**config.mk**
```make
export PLATFORM = sky130hd
export DESIGN_NAME = rgb_to_yuv420_quad_converter
export DESIGN_NICKNAME = d
export VERILOG_FILES = /design/src/rtl/core/rgb2yuv_pkg.sv /design/src/rtl/core/rgb_to_yuv420_quad_converter.sv /design/src/rtl/core/rgb2yuv_lane.sv /design/src/rtl/core/rgb2yuv_merge.sv
export VERILOG_INCLUDE_DIRS = /design/src /design/src/rtl/core
export SDC_FILE = /design/constraint.sdc
export NUM_CORES = 2
export LEC_CHECK = 0
export CORE_MARGIN = 5
export CORE_UTILIZATION = 60
export DETAILED_ROUTE_END_ITERATION = 6
export DONT_BUFFER_PORTS = 1
export PLACE_DENSITY = 0.77
export SLEW_MARGIN = 15
export SYNTH_ARGS = -nofsm -noshare
export SYNTH_HDL_FRONTEND = slang
export SYNTH_SLANG_ARGS = --single-unit
export TNS_END_PERCENT = 20
```
**constraint.sdc**
```tcl
create_clock -name clk -period 47.3 [get_ports clk]
set_clock_uncertainty 0.15 [all_clocks]
set_input_delay 2.365 -clock clk [delete_from_list [all_inputs] [get_ports clk]]
set_output_delay 2.365 -clock clk [all_outputs]
set_load 0.01 [all_outputs]
```
**src/rtl/core/assert_macros.svh**
```systemverilog
// Assertion macros for the RTL files of the color converter; only the top level includes them.
`ifndef ASSERT_MACROS_SVH
`define ASSERT_MACROS_SVH

`ifndef ASSERT_OFF

// Same-cycle implication, disabled while reset is asserted.
`define ASSERT_IMPL(label, clk, rst_n, ante, cons) \
    label: assert property (@(posedge clk) disable iff (!rst_n) (ante) |-> (cons)) \
        else $error("assertion failed: same-cycle implication");

// Next-cycle implication, disabled while reset is asserted.
`define ASSERT_NEXT(label, clk, rst_n, ante, cons) \
    label: assert property (@(posedge clk) disable iff (!rst_n) (ante) |=> (cons)) \
        else $error("assertion failed: next-cycle implication");

`else

`define ASSERT_IMPL(label, clk, rst_n, ante, cons)
`define ASSERT_NEXT(label, clk, rst_n, ante, cons)

`endif

`endif

```
**src/rtl/core/rgb2yuv_pkg.sv**
```systemverilog
// Package with shared constants, types and coefficient helpers for the converter.
`default_nettype none

package rgb2yuv_pkg;

    localparam int COEF_FRAC_BITS_DEF = 16;
    localparam int PIX_W = 8;
    localparam int IN_W  = 12 * PIX_W;
    localparam int OUT_W = 6 * PIX_W;

    // Coefficient magnitudes in units of 1e-5.
    localparam int unsigned WYR = 29900;
    localparam int unsigned WYG = 58700;
    localparam int unsigned WYB = 11400;
    localparam int unsigned WUR = 14713;
    localparam int unsigned WUG = 28886;
    localparam int unsigned WUB = 43600;
    localparam int unsigned WVR = 61500;
    localparam int unsigned WVG = 51499;
    localparam int unsigned WVB = 10001;

    // Result of one lane: luma of its pixel and one chroma component.
    typedef struct packed {
        logic [PIX_W-1:0] luma;
        logic [PIX_W-1:0] chroma;
    } lane_out_t;

    // Rounds a weight given in 1e-5 units to fixed point, ties rounded up.
    function automatic longint qcoef(input int unsigned k, input int frac);
        longint scaled;
        scaled = longint'(k) << frac;
        return (scaled + 64'sd50000) / 64'sd100000;
    endfunction

endpackage

`default_nettype wire

```
**src/rtl/core/rgb_to_yuv420_quad_converter.sv**
```systemverilog
// Top level of the 2x2 RGB to YUV 4:2:0 converter: skid stage, four lanes, merge.
//
//  channel   direction  tdata bits  transaction
//  s_axis    in         96          one 2x2 block of RGB pixels
//  m_axis    out        48          four luma bytes, one U, one V
//
// A block enters every clock cycle while the output side takes results.
// Three register stages (lane products, lane sum and clamp, merge register that
// drives m_tdata): a block accepted at the input passes through them in that order,
// and m_tvalid rises once the block reaches the merge register.
// The whole pipeline advances when the output register is empty or taken.
// A one-entry skid buffer at the input keeps s_tready a register output, so
// m_tready never reaches s_tready combinationally.
// Reset (rst_n low, asynchronous) empties the pipeline and the skid buffer.
`default_nettype none
`include "assert_macros.svh"

module rgb_to_yuv420_quad_converter #(
    parameter int COEF_FRAC_BITS = rgb2yuv_pkg::COEF_FRAC_BITS_DEF
) (
    input  logic                            clk,
    input  logic                            rst_n,
    input  logic                            s_tvalid,
    output logic                            s_tready,
    // From bit 0 up, 8 bits each: r_top_left, g_top_left, b_top_left,
    // r_top_right, g_top_right, b_top_right, r_bot_left, g_bot_left,
    // b_bot_left, r_bot_right, g_bot_right, b_bot_right.
    input  logic [rgb2yuv_pkg::IN_W-1:0]    s_tdata,
    output logic                            m_tvalid,
    input  logic                            m_tready,
    // From bit 0 up, 8 bits each: luma_top_left, luma_top_right,
    // luma_bot_left, luma_bot_right, chroma_u, chroma_v.
    output logic [rgb2yuv_pkg::OUT_W-1:0]   m_tdata
);

    localparam int PW = rgb2yuv_pkg::PIX_W;

    logic                         skid_full_reg, skid_full_next;
    logic [rgb2yuv_pkg::IN_W-1:0] skid_data_reg;
    logic                         mult_valid_reg, mult_valid_next;
    logic                         lane_valid_reg, lane_valid_next;
    logic                         out_valid_reg, out_valid_next;
    logic                         pipe_adv;
    logic                         pipe_in_valid;
    logic [rgb2yuv_pkg::IN_W-1:0] pipe_in_data;
    logic                         s_accept;

    rgb2yuv_pkg::lane_out_t lane_tl, lane_tr, lane_bl, lane_br;

    // The pipeline moves as a unit whenever the output register can be refilled.
    assign pipe_adv      = !out_valid_reg || m_tready;
    assign s_tready      = !skid_full_reg;
    assign s_accept      = s_tvalid && s_tready;
    assign pipe_in_valid = skid_full_reg || s_tvalid;
    assign pipe_in_data  = skid_full_reg ? skid_data_reg : s_tdata;

    always_comb
    begin
        // A transaction taken during a stall parks in the skid buffer;
        // any advance drains it, since the buffer feeds the lanes first.
        if (pipe_adv)
            skid_full_next = 1'b0;
        else
            skid_full_next = skid_full_reg || s_accept;
        mult_valid_next = pipe_adv ? pipe_in_valid  : mult_valid_reg;
        lane_valid_next = pipe_adv ? mult_valid_reg : lane_valid_reg;
        out_valid_next  = pipe_adv ? lane_valid_reg : out_valid_reg;
    end

    always_ff @(posedge clk or negedge rst_n)
    begin
        if (!rst_n)
        begin
            skid_full_reg  <= 1'b0;
            mult_valid_reg <= 1'b0;
            lane_valid_reg <= 1'b0;
            out_valid_reg  <= 1'b0;
        end
        else
        begin
            skid_full_reg  <= skid_full_next;
            mult_valid_reg <= mult_valid_next;
            lane_valid_reg <= lane_valid_next;
            out_valid_reg  <= out_valid_next;
        end
    end

    always_ff @(posedge clk)
    begin
        if (s_accept && !pipe_adv)
            skid_data_reg <= s_tdata;
    end

    // Top lanes produce U, bottom lanes produce V.
    rgb2yuv_lane #(.COEF_FRAC_BITS(COEF_FRAC_BITS), .CHROMA_IS_U(1'b1)) u_lane_tl (
        .clk (clk),
        .en  (pipe_adv),
        .r   (pipe_in_data[0*PW +: PW]),
        .g   (pipe_in_data[1*PW +: PW]),
        .b   (pipe_in_data[2*PW +: PW]),
        .res (lane_tl)
    );

    rgb2yuv_lane #(.COEF_FRAC_BITS(COEF_FRAC_BITS), .CHROMA_IS_U(1'b1)) u_lane_tr (
        .clk (clk),
        .en  (pipe_adv),
        .r   (pipe_in_data[3*PW +: PW]),
        .g   (pipe_in_data[4*PW +: PW]),
        .b   (pipe_in_data[5*PW +: PW]),
        .res (lane_tr)
    );

    rgb2yuv_lane #(.COEF_FRAC_BITS(COEF_FRAC_BITS), .CHROMA_IS_U(1'b0)) u_lane_bl (
        .clk (clk),
        .en  (pipe_adv),
        .r   (pipe_in_data[6*PW +: PW]),
        .g   (pipe_in_data[7*PW +: PW]),
        .b   (pipe_in_data[8*PW +: PW]),
        .res (lane_bl)
    );

    rgb2yuv_lane #(.COEF_FRAC_BITS(COEF_FRAC_BITS), .CHROMA_IS_U(1'b0)) u_lane_br (
        .clk (clk),
        .en  (pipe_adv),
        .r   (pipe_in_data[9*PW +: PW]),
        .g   (pipe_in_data[10*PW +: PW]),
        .b   (pipe_in_data[11*PW +: PW]),
        .res (lane_br)
    );

    rgb2yuv_merge u_merge (
        .clk       (clk),
        .en        (pipe_adv),
        .top_left  (lane_tl),
        .top_right (lane_tr),
        .bot_left  (lane_bl),
        .bot_right (lane_br),
        .data      (m_tdata)
    );

    assign m_tvalid = out_valid_reg;

    // A transaction accepted during a stall must be held in the skid buffer.
    `ASSERT_NEXT(a_skid_catch, clk, rst_n, s_accept && !pipe_adv, skid_full_reg)
    // An advance always drains the skid buffer into the lanes.
    `ASSERT_NEXT(a_skid_drain, clk, rst_n, pipe_adv, !skid_full_reg)
    // A valid product stage moves into the lane result stage on an advance.
    `ASSERT_NEXT(a_stage_move, clk, rst_n, pipe_adv && mult_valid_reg, lane_valid_reg)

endmodule

`default_nettype wire

```
**src/rtl/core/rgb2yuv_lane.sv**
```systemverilog
// One pixel lane: weighted sums for luma and one chroma component, two stages.
`default_nettype none

module rgb2yuv_lane #(
    parameter int COEF_FRAC_BITS = rgb2yuv_pkg::COEF_FRAC_BITS_DEF,
    parameter bit CHROMA_IS_U    = 1'b1
) (
    input  logic                            clk,
    input  logic                            en,
    input  logic [rgb2yuv_pkg::PIX_W-1:0]   r,
    input  logic [rgb2yuv_pkg::PIX_W-1:0]   g,
    input  logic [rgb2yuv_pkg::PIX_W-1:0]   b,
    output rgb2yuv_pkg::lane_out_t          res
);

    localparam int CW = COEF_FRAC_BITS;
    localparam int PW = CW + rgb2yuv_pkg::PIX_W;
    localparam int SW = CW + 11;

    localparam logic [CW-1:0] KYR = CW'(rgb2yuv_pkg::qcoef(rgb2yuv_pkg::WYR, CW));
    localparam logic [CW-1:0] KYG = CW'(rgb2yuv_pkg::qcoef(rgb2yuv_pkg::WYG, CW));
    localparam logic [CW-1:0] KYB = CW'(rgb2yuv_pkg::qcoef(rgb2yuv_pkg::WYB, CW));
    localparam logic [CW-1:0] KCR = CHROMA_IS_U ?
        CW'(rgb2yuv_pkg::qcoef(rgb2yuv_pkg::WUR, CW)) :
        CW'(rgb2yuv_pkg::qcoef(rgb2yuv_pkg::WVR, CW));
    localparam logic [CW-1:0] KCG = CHROMA_IS_U ?
        CW'(rgb2yuv_pkg::qcoef(rgb2yuv_pkg::WUG, CW)) :
        CW'(rgb2yuv_pkg::qcoef(rgb2yuv_pkg::WVG, CW));
    localparam logic [CW-1:0] KCB = CHROMA_IS_U ?
        CW'(rgb2yuv_pkg::qcoef(rgb2yuv_pkg::WUB, CW)) :
        CW'(rgb2yuv_pkg::qcoef(rgb2yuv_pkg::WVB, CW));
    localparam logic signed [SW-1:0] OFS = SW'(longint'(128) << CW);

    logic [PW-1:0] py_r_reg, py_g_reg, py_b_reg;
    logic [PW-1:0] pc_r_reg, pc_g_reg, pc_b_reg;
    logic signed [SW-1:0] sum_y, sum_c;
    logic signed [SW-1:0] ext_cr, ext_cg, ext_cb;
    rgb2yuv_pkg::lane_out_t res_reg, res_next;

    // Floors the fixed-point sum and clamps it to one byte.
    function automatic logic [7:0] floor_clamp(input logic signed [SW-1:0] s);
        logic [SW-1:0] q;
        q = $unsigned(s) >> CW;
        if (s[SW-1])
            return 8'd0;
        else if (|q[SW-1:8])
            return 8'hFF;
        else
            return q[7:0];
    endfunction

    always_ff @(posedge clk)
    begin
        if (en)
        begin
            py_r_reg <= PW'(r * KYR);
            py_g_reg <= PW'(g * KYG);
            py_b_reg <= PW'(b * KYB);
            pc_r_reg <= PW'(r * KCR);
            pc_g_reg <= PW'(g * KCG);
            pc_b_reg <= PW'(b * KCB);
        end
    end

    always_comb
    begin
        ext_cr = $signed({{(SW-PW){1'b0}}, pc_r_reg});
        ext_cg = $signed({{(SW-PW){1'b0}}, pc_g_reg});
        ext_cb = $signed({{(SW-PW){1'b0}}, pc_b_reg});
        sum_y  = $signed({{(SW-PW){1'b0}}, py_r_reg})
               + $signed({{(SW-PW){1'b0}}, py_g_reg})
               + $signed({{(SW-PW){1'b0}}, py_b_reg});
        // U weighs blue positively, V weighs red positively; green is always subtracted.
        if (CHROMA_IS_U)
            sum_c = OFS - ext_cr - ext_cg + ext_cb;
        else
            sum_c = OFS + ext_cr - ext_cg - ext_cb;
        res_next.luma   = floor_clamp(sum_y);
        res_next.chroma = floor_clamp(sum_c);
    end

    always_ff @(posedge clk)
    begin
        if (en)
            res_reg <= res_next;
    end

    assign res = res_reg;

endmodule

`default_nettype wire

```
**src/rtl/core/rgb2yuv_merge.sv**
```systemverilog
// Merge stage: averages chroma of the lane pairs and packs the output word.
`default_nettype none

module rgb2yuv_merge (
    input  logic                            clk,
    input  logic                            en,
    input  rgb2yuv_pkg::lane_out_t          top_left,
    input  rgb2yuv_pkg::lane_out_t          top_right,
    input  rgb2yuv_pkg::lane_out_t          bot_left,
    input  rgb2yuv_pkg::lane_out_t          bot_right,
    output logic [rgb2yuv_pkg::OUT_W-1:0]   data
);

    logic [8:0] sum_u, sum_v;
    logic [rgb2yuv_pkg::OUT_W-1:0] data_reg, data_next;

    always_comb
    begin
        sum_u = {1'b0, top_left.chroma} + {1'b0, top_right.chroma};
        sum_v = {1'b0, bot_left.chroma} + {1'b0, bot_right.chroma};
        data_next = {sum_v[8:1], sum_u[8:1], bot_right.luma, bot_left.luma,
                     top_right.luma, top_left.luma};
    end

    always_ff @(posedge clk)
    begin
        if (en)
            data_reg <= data_next;
    end

    assign data = data_reg;

endmodule

`default_nettype wire

```
## After elaboration in Yosys (flattened, before gate mapping)

Cells that the tools add are included.

| storage, ports and cells | value |
|---|---|
| bits in registers | 746 |
| bits in latches | 0 |
| memory bits (writable) | 0 |
| bits in read-only memories | 0 |
| logic and storage cells | 110 |
| memories kept | 0 |

| cells by class | value |
|---|---|
| add/subtract/negate cells | 22 |
| multiply operators | 24 |
| div/mod/pow operators | 0 |
| $lt $le $gt $ge | 0 |
| equal/unequal tests | 0 |
| shifts and indexed selects | 0 |
| mux-type cells | 10 |
| bitwise logic cells | 0 |
| reduce and logical (&&, ||, !) cells | 16 |

Operators with widths:

| cell | count |
|---|---|
| 8-bit by 15-bit multiplier with 23-bit output (second input constant) | 12 |
| 8-bit by 13-bit multiplier with 21-bit output (second input constant) | 6 |
| 27-bit by 22-bit adder with 27-bit output | 4 |
| 23-bit by 24-bit adder with 25-bit output | 4 |
| 96-bit two-way mux | 1 |
| 8-bit two-way mux | 8 |
| 27-bit by 24-bit adder with 27-bit output | 2 |
| 27-bit by 22-bit subtractor with 27-bit output | 2 |
| 27-bit by 24-bit subtractor with 27-bit output | 2 |
| 27-bit by 25-bit subtractor with 27-bit output | 2 |
| 24-bit by 24-bit adder with 25-bit output (first input constant) | 2 |
| 24-bit by 22-bit subtractor with 25-bit output (first input constant) | 2 |
| 8-bit by 16-bit multiplier with 24-bit output (second input constant) | 2 |
| 8-bit by 14-bit multiplier with 22-bit output (second input constant) | 2 |
| 8-bit by 12-bit multiplier with 20-bit output (second input constant) | 2 |
| 3-bit OR reduction | 8 |
| 8-bit by 8-bit adder with 9-bit output | 2 |
| 1-bit logical NOT | 3 |
| 1-bit logical OR | 3 |
| 1-bit logical AND | 2 |
| 1-bit two-way mux | 1 |

## Logic depth before layout (Yosys ltp)

| logic depth | value |
|---|---|
| depth in word-level cells | 5 |
| gate-level depth with buffers | 24 |
| mapped depth without buffers | 23 |

## Modules after synthesis

From an unflattened synthesis, not the netlist that was laid out.

| second synthesis, totals | value |
|---|---|
| cell total of the unflattened synthesis | 6972 |
| area, all modules | 76769.9 um^2 |

Modules (own cells, without submodules):

| module | instances | cells an instance | area each (um^2) |
|---|---|---|---|
| rgb2yuv_lane (u_lane_br) | 1 | 1675 | 17805.8 |
| rgb2yuv_lane (u_lane_bl) | 1 | 1695 | 17770.8 |
| rgb2yuv_lane (u_lane_tr) | 1 | 1627 | 17483.0 |
| rgb2yuv_lane (u_lane_tl) | 1 | 1626 | 17410.4 |
| rgb_to_yuv420_quad_converter | 1 | 216 | 4219.0 |
| rgb2yuv_merge | 1 | 133 | 2080.7 |

## Worst setup path after synthesis

No wires, ideal clock.

| timing path | value |
|---|---|
| path type | input-to-reg |
| start | in m_tready |
| end | reg skid_data_reg[0] in the netlist's numbering (enable) |
| library setup time | 5.571 ns |
| data arrival time | 45.360 ns |
| data required time | 41.579 ns |
| setup slack | -3.781 ns |
| stages on the path | 3 |
| path buffers | 1 |
| cells stage by stage | nand2b_1 > clkbuf_1 > nor3b_1 |

| on the way | value |
|---|---|
| word-level cells in the longest chain between the ends | 3 |

Ends and longest elaborated chain:

| what | line | RTL |
|---|---|---|
| from (decl) | rgb_to_yuv420_quad_converter.sv:30 | `input logic m_tready,` |
| 1-bit logical OR | rgb_to_yuv420_quad_converter.sv:51 | `assign pipe_adv = !out_valid_reg \|\| m_tready;` |
| 1-bit logical NOT | rgb_to_yuv420_quad_converter.sv:90 | `if (s_accept && !pipe_adv)` |
| 1-bit logical AND | rgb_to_yuv420_quad_converter.sv:90 |  |
| to (signal assigned) | rgb_to_yuv420_quad_converter.sv:91 | `skid_data_reg <= s_tdata;` |
| to (decl) | rgb_to_yuv420_quad_converter.sv:39 | `logic [rgb2yuv_pkg::IN_W-1:0] skid_data_reg;` |

No other way between the ends.
A chain may end at the register's enable or synchronous reset.

## Final worst setup path

| timing path | value |
|---|---|
| start | reg skid_full_reg |
| end | reg u_lane_bl.pc_r_reg[23], data pin |

| on the way | value |
|---|---|
| word-level cells in the longest chain between the ends | 2 |

Ends and longest elaborated chain:

| what | line | RTL |
|---|---|---|
| from (decl) | rgb_to_yuv420_quad_converter.sv:38 | `logic skid_full_reg, skid_full_next;` |
| from (signal assigned) | rgb_to_yuv420_quad_converter.sv:81 | `skid_full_reg <= skid_full_next;` |
| 96-bit two-way mux | rgb_to_yuv420_quad_converter.sv:55 | `assign pipe_in_data = skid_full_reg ? skid_data_reg : s_tdata;` |
| net pipe_in_data, one bit | rgb_to_yuv420_quad_converter.sv:45 | `logic [rgb2yuv_pkg::IN_W-1:0] pipe_in_data;` |
| 8-bit by 16-bit multiplier with 24-bit output | rgb2yuv_lane.sv:59 | `pc_r_reg <= PW'(r * KCR);` |
| to (signal assigned) | rgb2yuv_lane.sv:59 |  |
| to (decl) | rgb2yuv_lane.sv:35 | `logic [PW-1:0] pc_r_reg, pc_g_reg, pc_b_reg;` |

The timed path passes the listed nets, and every way through them passes these cells.

==> metrics.md <==
| Metric | Value |
|---|---|
| Status | `complete, no violations` |
| Final Hold Fails | `0` |
| NumNets Final | `roughly 9,400` |
| Endpoints failing setup | `0` |
| Syn_nets | `9,309` |
| Die Area | `135,000 µm²` |
| Vias in the first global route | `between 50,000 and 60,000` |
| Synth Warn # | `0` |
| Initial antenna violation count | `1` |
| Post-CTS Setup Inserts | `0` |
| IO buf count | `0` |
| Synth top area share | `28.0%` |
| Part of the cycle the worst path needs | `16.6%` |
| Crit path kind | `flop to flop` |
| Max reg flops | `96` |
| GRT Total Usage | `24.9%` |
| Largest net degree at the start of global routing | `slightly above 80` |
| DR iter-0 viols | `2,767` |
| Cts repair resizes | `0` |
| Starting Density | `60.2%` |
| Area Overhead vs Synth | `6.66%` |
| Slew Limit Fails | `0` |
| First-pass iteration count of the detailed router | `5` |
| Post-Route WL | `166 mm` |
| Startpoint Class | `flop` |
| Setup_tns | `0 ns` |
| Die X | `367 µm` |
| Clk root buf | `clkbuf_16` |
| IO Count | `150` |
| Total number of vias | `50,717` |
| Post-synthesis instance total | `between 7,000 and 8,000` |
| Maximum fanout along the worst path | `39` |
| Hold Crit Depth | `0` |
| Fmax achieved | `127 MHz` |
| DR vias/cell | `5.68` |
| CTS HTree Levels | `3` |
| Primary FF master, synth | `edfxtp_1` |
| Crit end category | `flop` |
| Period minus WS final | `just under 8 ns` |
| RePlAce Congestion | `0.933` |
| GRT overflow | `0` |
| DRC | `0` |
| Area leader, netlist | `edfxtp_1` |
| Clock-pin slew on the worst setup and hold paths | `~0.070 ns` |
| Total CTS buffers | `between 80 and 90` |
| CTS tree | `built` |
| CTS sink cnt | `716` |
| Min-Delay Path Class | `flop to flop` |
| Sequential-to-total area share from yosys stat | `28.1%` |
| Synth Area per Inst | `approximately 11 µm²` |
| Top post-synthesis cells by count | `1,444 x ha_1, 1,314 x inv_1, 712 x edfxtp_1` |
| CP required | `47.59 ns` |
| Slew margin rel. | `~33%` |
| Cell Rows | `131` |
| Top-count cell post-synth | `ha_1` |
| DP HPWL | `137 mm` |
| Syn Std Cell Area | `76,500 µm²` |
| Reg2reg path depth | `21` |
| Routed length per instance | `18.6 µm` |
| Clk Latency, worst-skew pair | `0.69 ns` |
| Share of layout cells above drive strength 1 | `3.60%` |
| Hold Buf Count CTS | `0` |
| First-pass GRT wire length | `272 mm` |
| Synth Register Bits | `716` |
| EDFF count, synth | `712` |
| Slew @ Worst Pin | `1.01 ns` |
| Clock Path Buffers | `3` |
| Die Ht | `367 µm` |
| RSZ-0062 raised after global routing | `no` |
| Arrival @ worst endpoint | `8.15 ns` |
| Detail Route Antenna Nets | `0` |
| Count of different cell masters after synthesis | `90` |
| Fraction of registers with async set or reset after synthesis | `less than 1%` |
| Top post-synthesis cells by area | `edfxtp_1 28%, ha_1 24%, fa_1 17%` |
| Max_cap viols | `0` |
| Core box area | `~130,000 µm²` |
layout by cell type (no fill, tap or decap), drive strengths merged, types with 21 or more instances in the layout:
cell / netlist / layout
a211oi: 52 / 52
a21boi: 23 / 23
a21o: 122 / 122
a21oi: 332 / 332
a31oi: 32 / 32
and2: 21 / 21
and3: 52 / 52
clkbuf: 13 / 102
clkinv: 0 / 22
edfxtp: 712 / 712
fa: 641 / 641
ha: 1444 / 1444
inv: 1314 / 1326
mux2i: 80 / 80
nand2: 239 / 239
nand2b: 47 / 47
nand3: 102 / 102
nand4: 26 / 26
nor2: 366 / 366
nor2b: 91 / 91
nor3: 127 / 127
nor4: 24 / 24
o211ai: 30 / 30
o21a: 61 / 61
o21ai: 238 / 238
o21bai: 54 / 54
o31ai: 24 / 24
or2: 34 / 34
or3: 36 / 36
xnor2: 364 / 364
xor2: 139 / 139
stage by stage:
stage | instance area (µm²) | worst slack (ns) | instances | hold WS, ns | utilization (%)
after global routing | 81600 | 38.89 | 8935 | 0.273 | 64.2
final | 81600 | 39.44 | 8936 | 0.262 | 64.2
after floorplan | 76500 | 21.51 | 7124 | 0.250 | -
after CTS | 81600 | 39.37 | 8935 | 0.265 | 64.2
after global placement | 78600 | 39.52 | 8778 | 0.254 | 61.9
after detailed placement | 78600 | 39.41 | 8778 | 0.255 | 61.9
critical path, stage by stage (launching register included):
cell and delay (ns):
dfrtp_4 0.90, buf_4 0.58, buf_4 0.75, mux2i_1 0.61, inv_1 0.33, ha_1 0.45, ha_1 0.32, inv_1 0.05
fa_1 0.46, fa_1 0.56, inv_1 0.05, ha_1 0.27, a21o_1 0.17, a21oi_1 0.25, o21ai_0 0.12, a21oi_1 0.24
o21a_1 0.16, o21ai_0 0.11, o41ai_1 0.44, o21ba_2 0.21, o21ai_0 0.11, a31o_2 0.28
metal layers:
layer / vias to the layer above / wire length [µm] / track usage (%)
met3: 238 / 8500 / 3.97
met5: - / 0 / 0
li1: 24782 / - / -
met4: 0 / 5020 / 7.66
met2: 1039 / 78400 / 41.7
met1: 24658 / 74500 / 33.6
worst paths after layout:
path,startpoint,end,slack [ns]
max reg2reg,skid_full_reg,u_lane_bl.pc_r_reg[23],39.44
max,skid_full_reg,u_lane_bl.pc_r_reg[23],39.44
max in group asynchronous,rst_n,mult_valid_reg,45.69
min reg2reg,u_lane_bl.res[11],u_merge.data[19],0.26
min,u_lane_bl.res[11],u_merge.data[19],0.26
min in group asynchronous,rst_n,skid_full_reg,1.21
final cells by class:
type	count	area [µm²]
fill	9821	45500
tap	1662	2080
antenna	1	2.50
clock inverter	55	667
timing repair buffer	17	128
multi-input combinational	5069	50000
inverter	1314	4930
sequential	716	21500
clock buffer	102	2300
logic make-up (layout without fill, tap and decap cells):
group           after synthesis  count (layout)  share of synthesized area, %
mux                         100             100                          1.34
other cells                   0               1                             0
simple gates               1240            1240                          8.03
flops                       716             716                          28.1
fa+ha+maj                  2085            2085                          40.4
compound gates             1141            1141                          9.78
buf+inv                    1339            1488                          6.57
xor+xnor                    503             503                          5.76
Power is not shown: default switching activity piles up to over one toggle a cycle in this logic, so the estimate is an artifact.
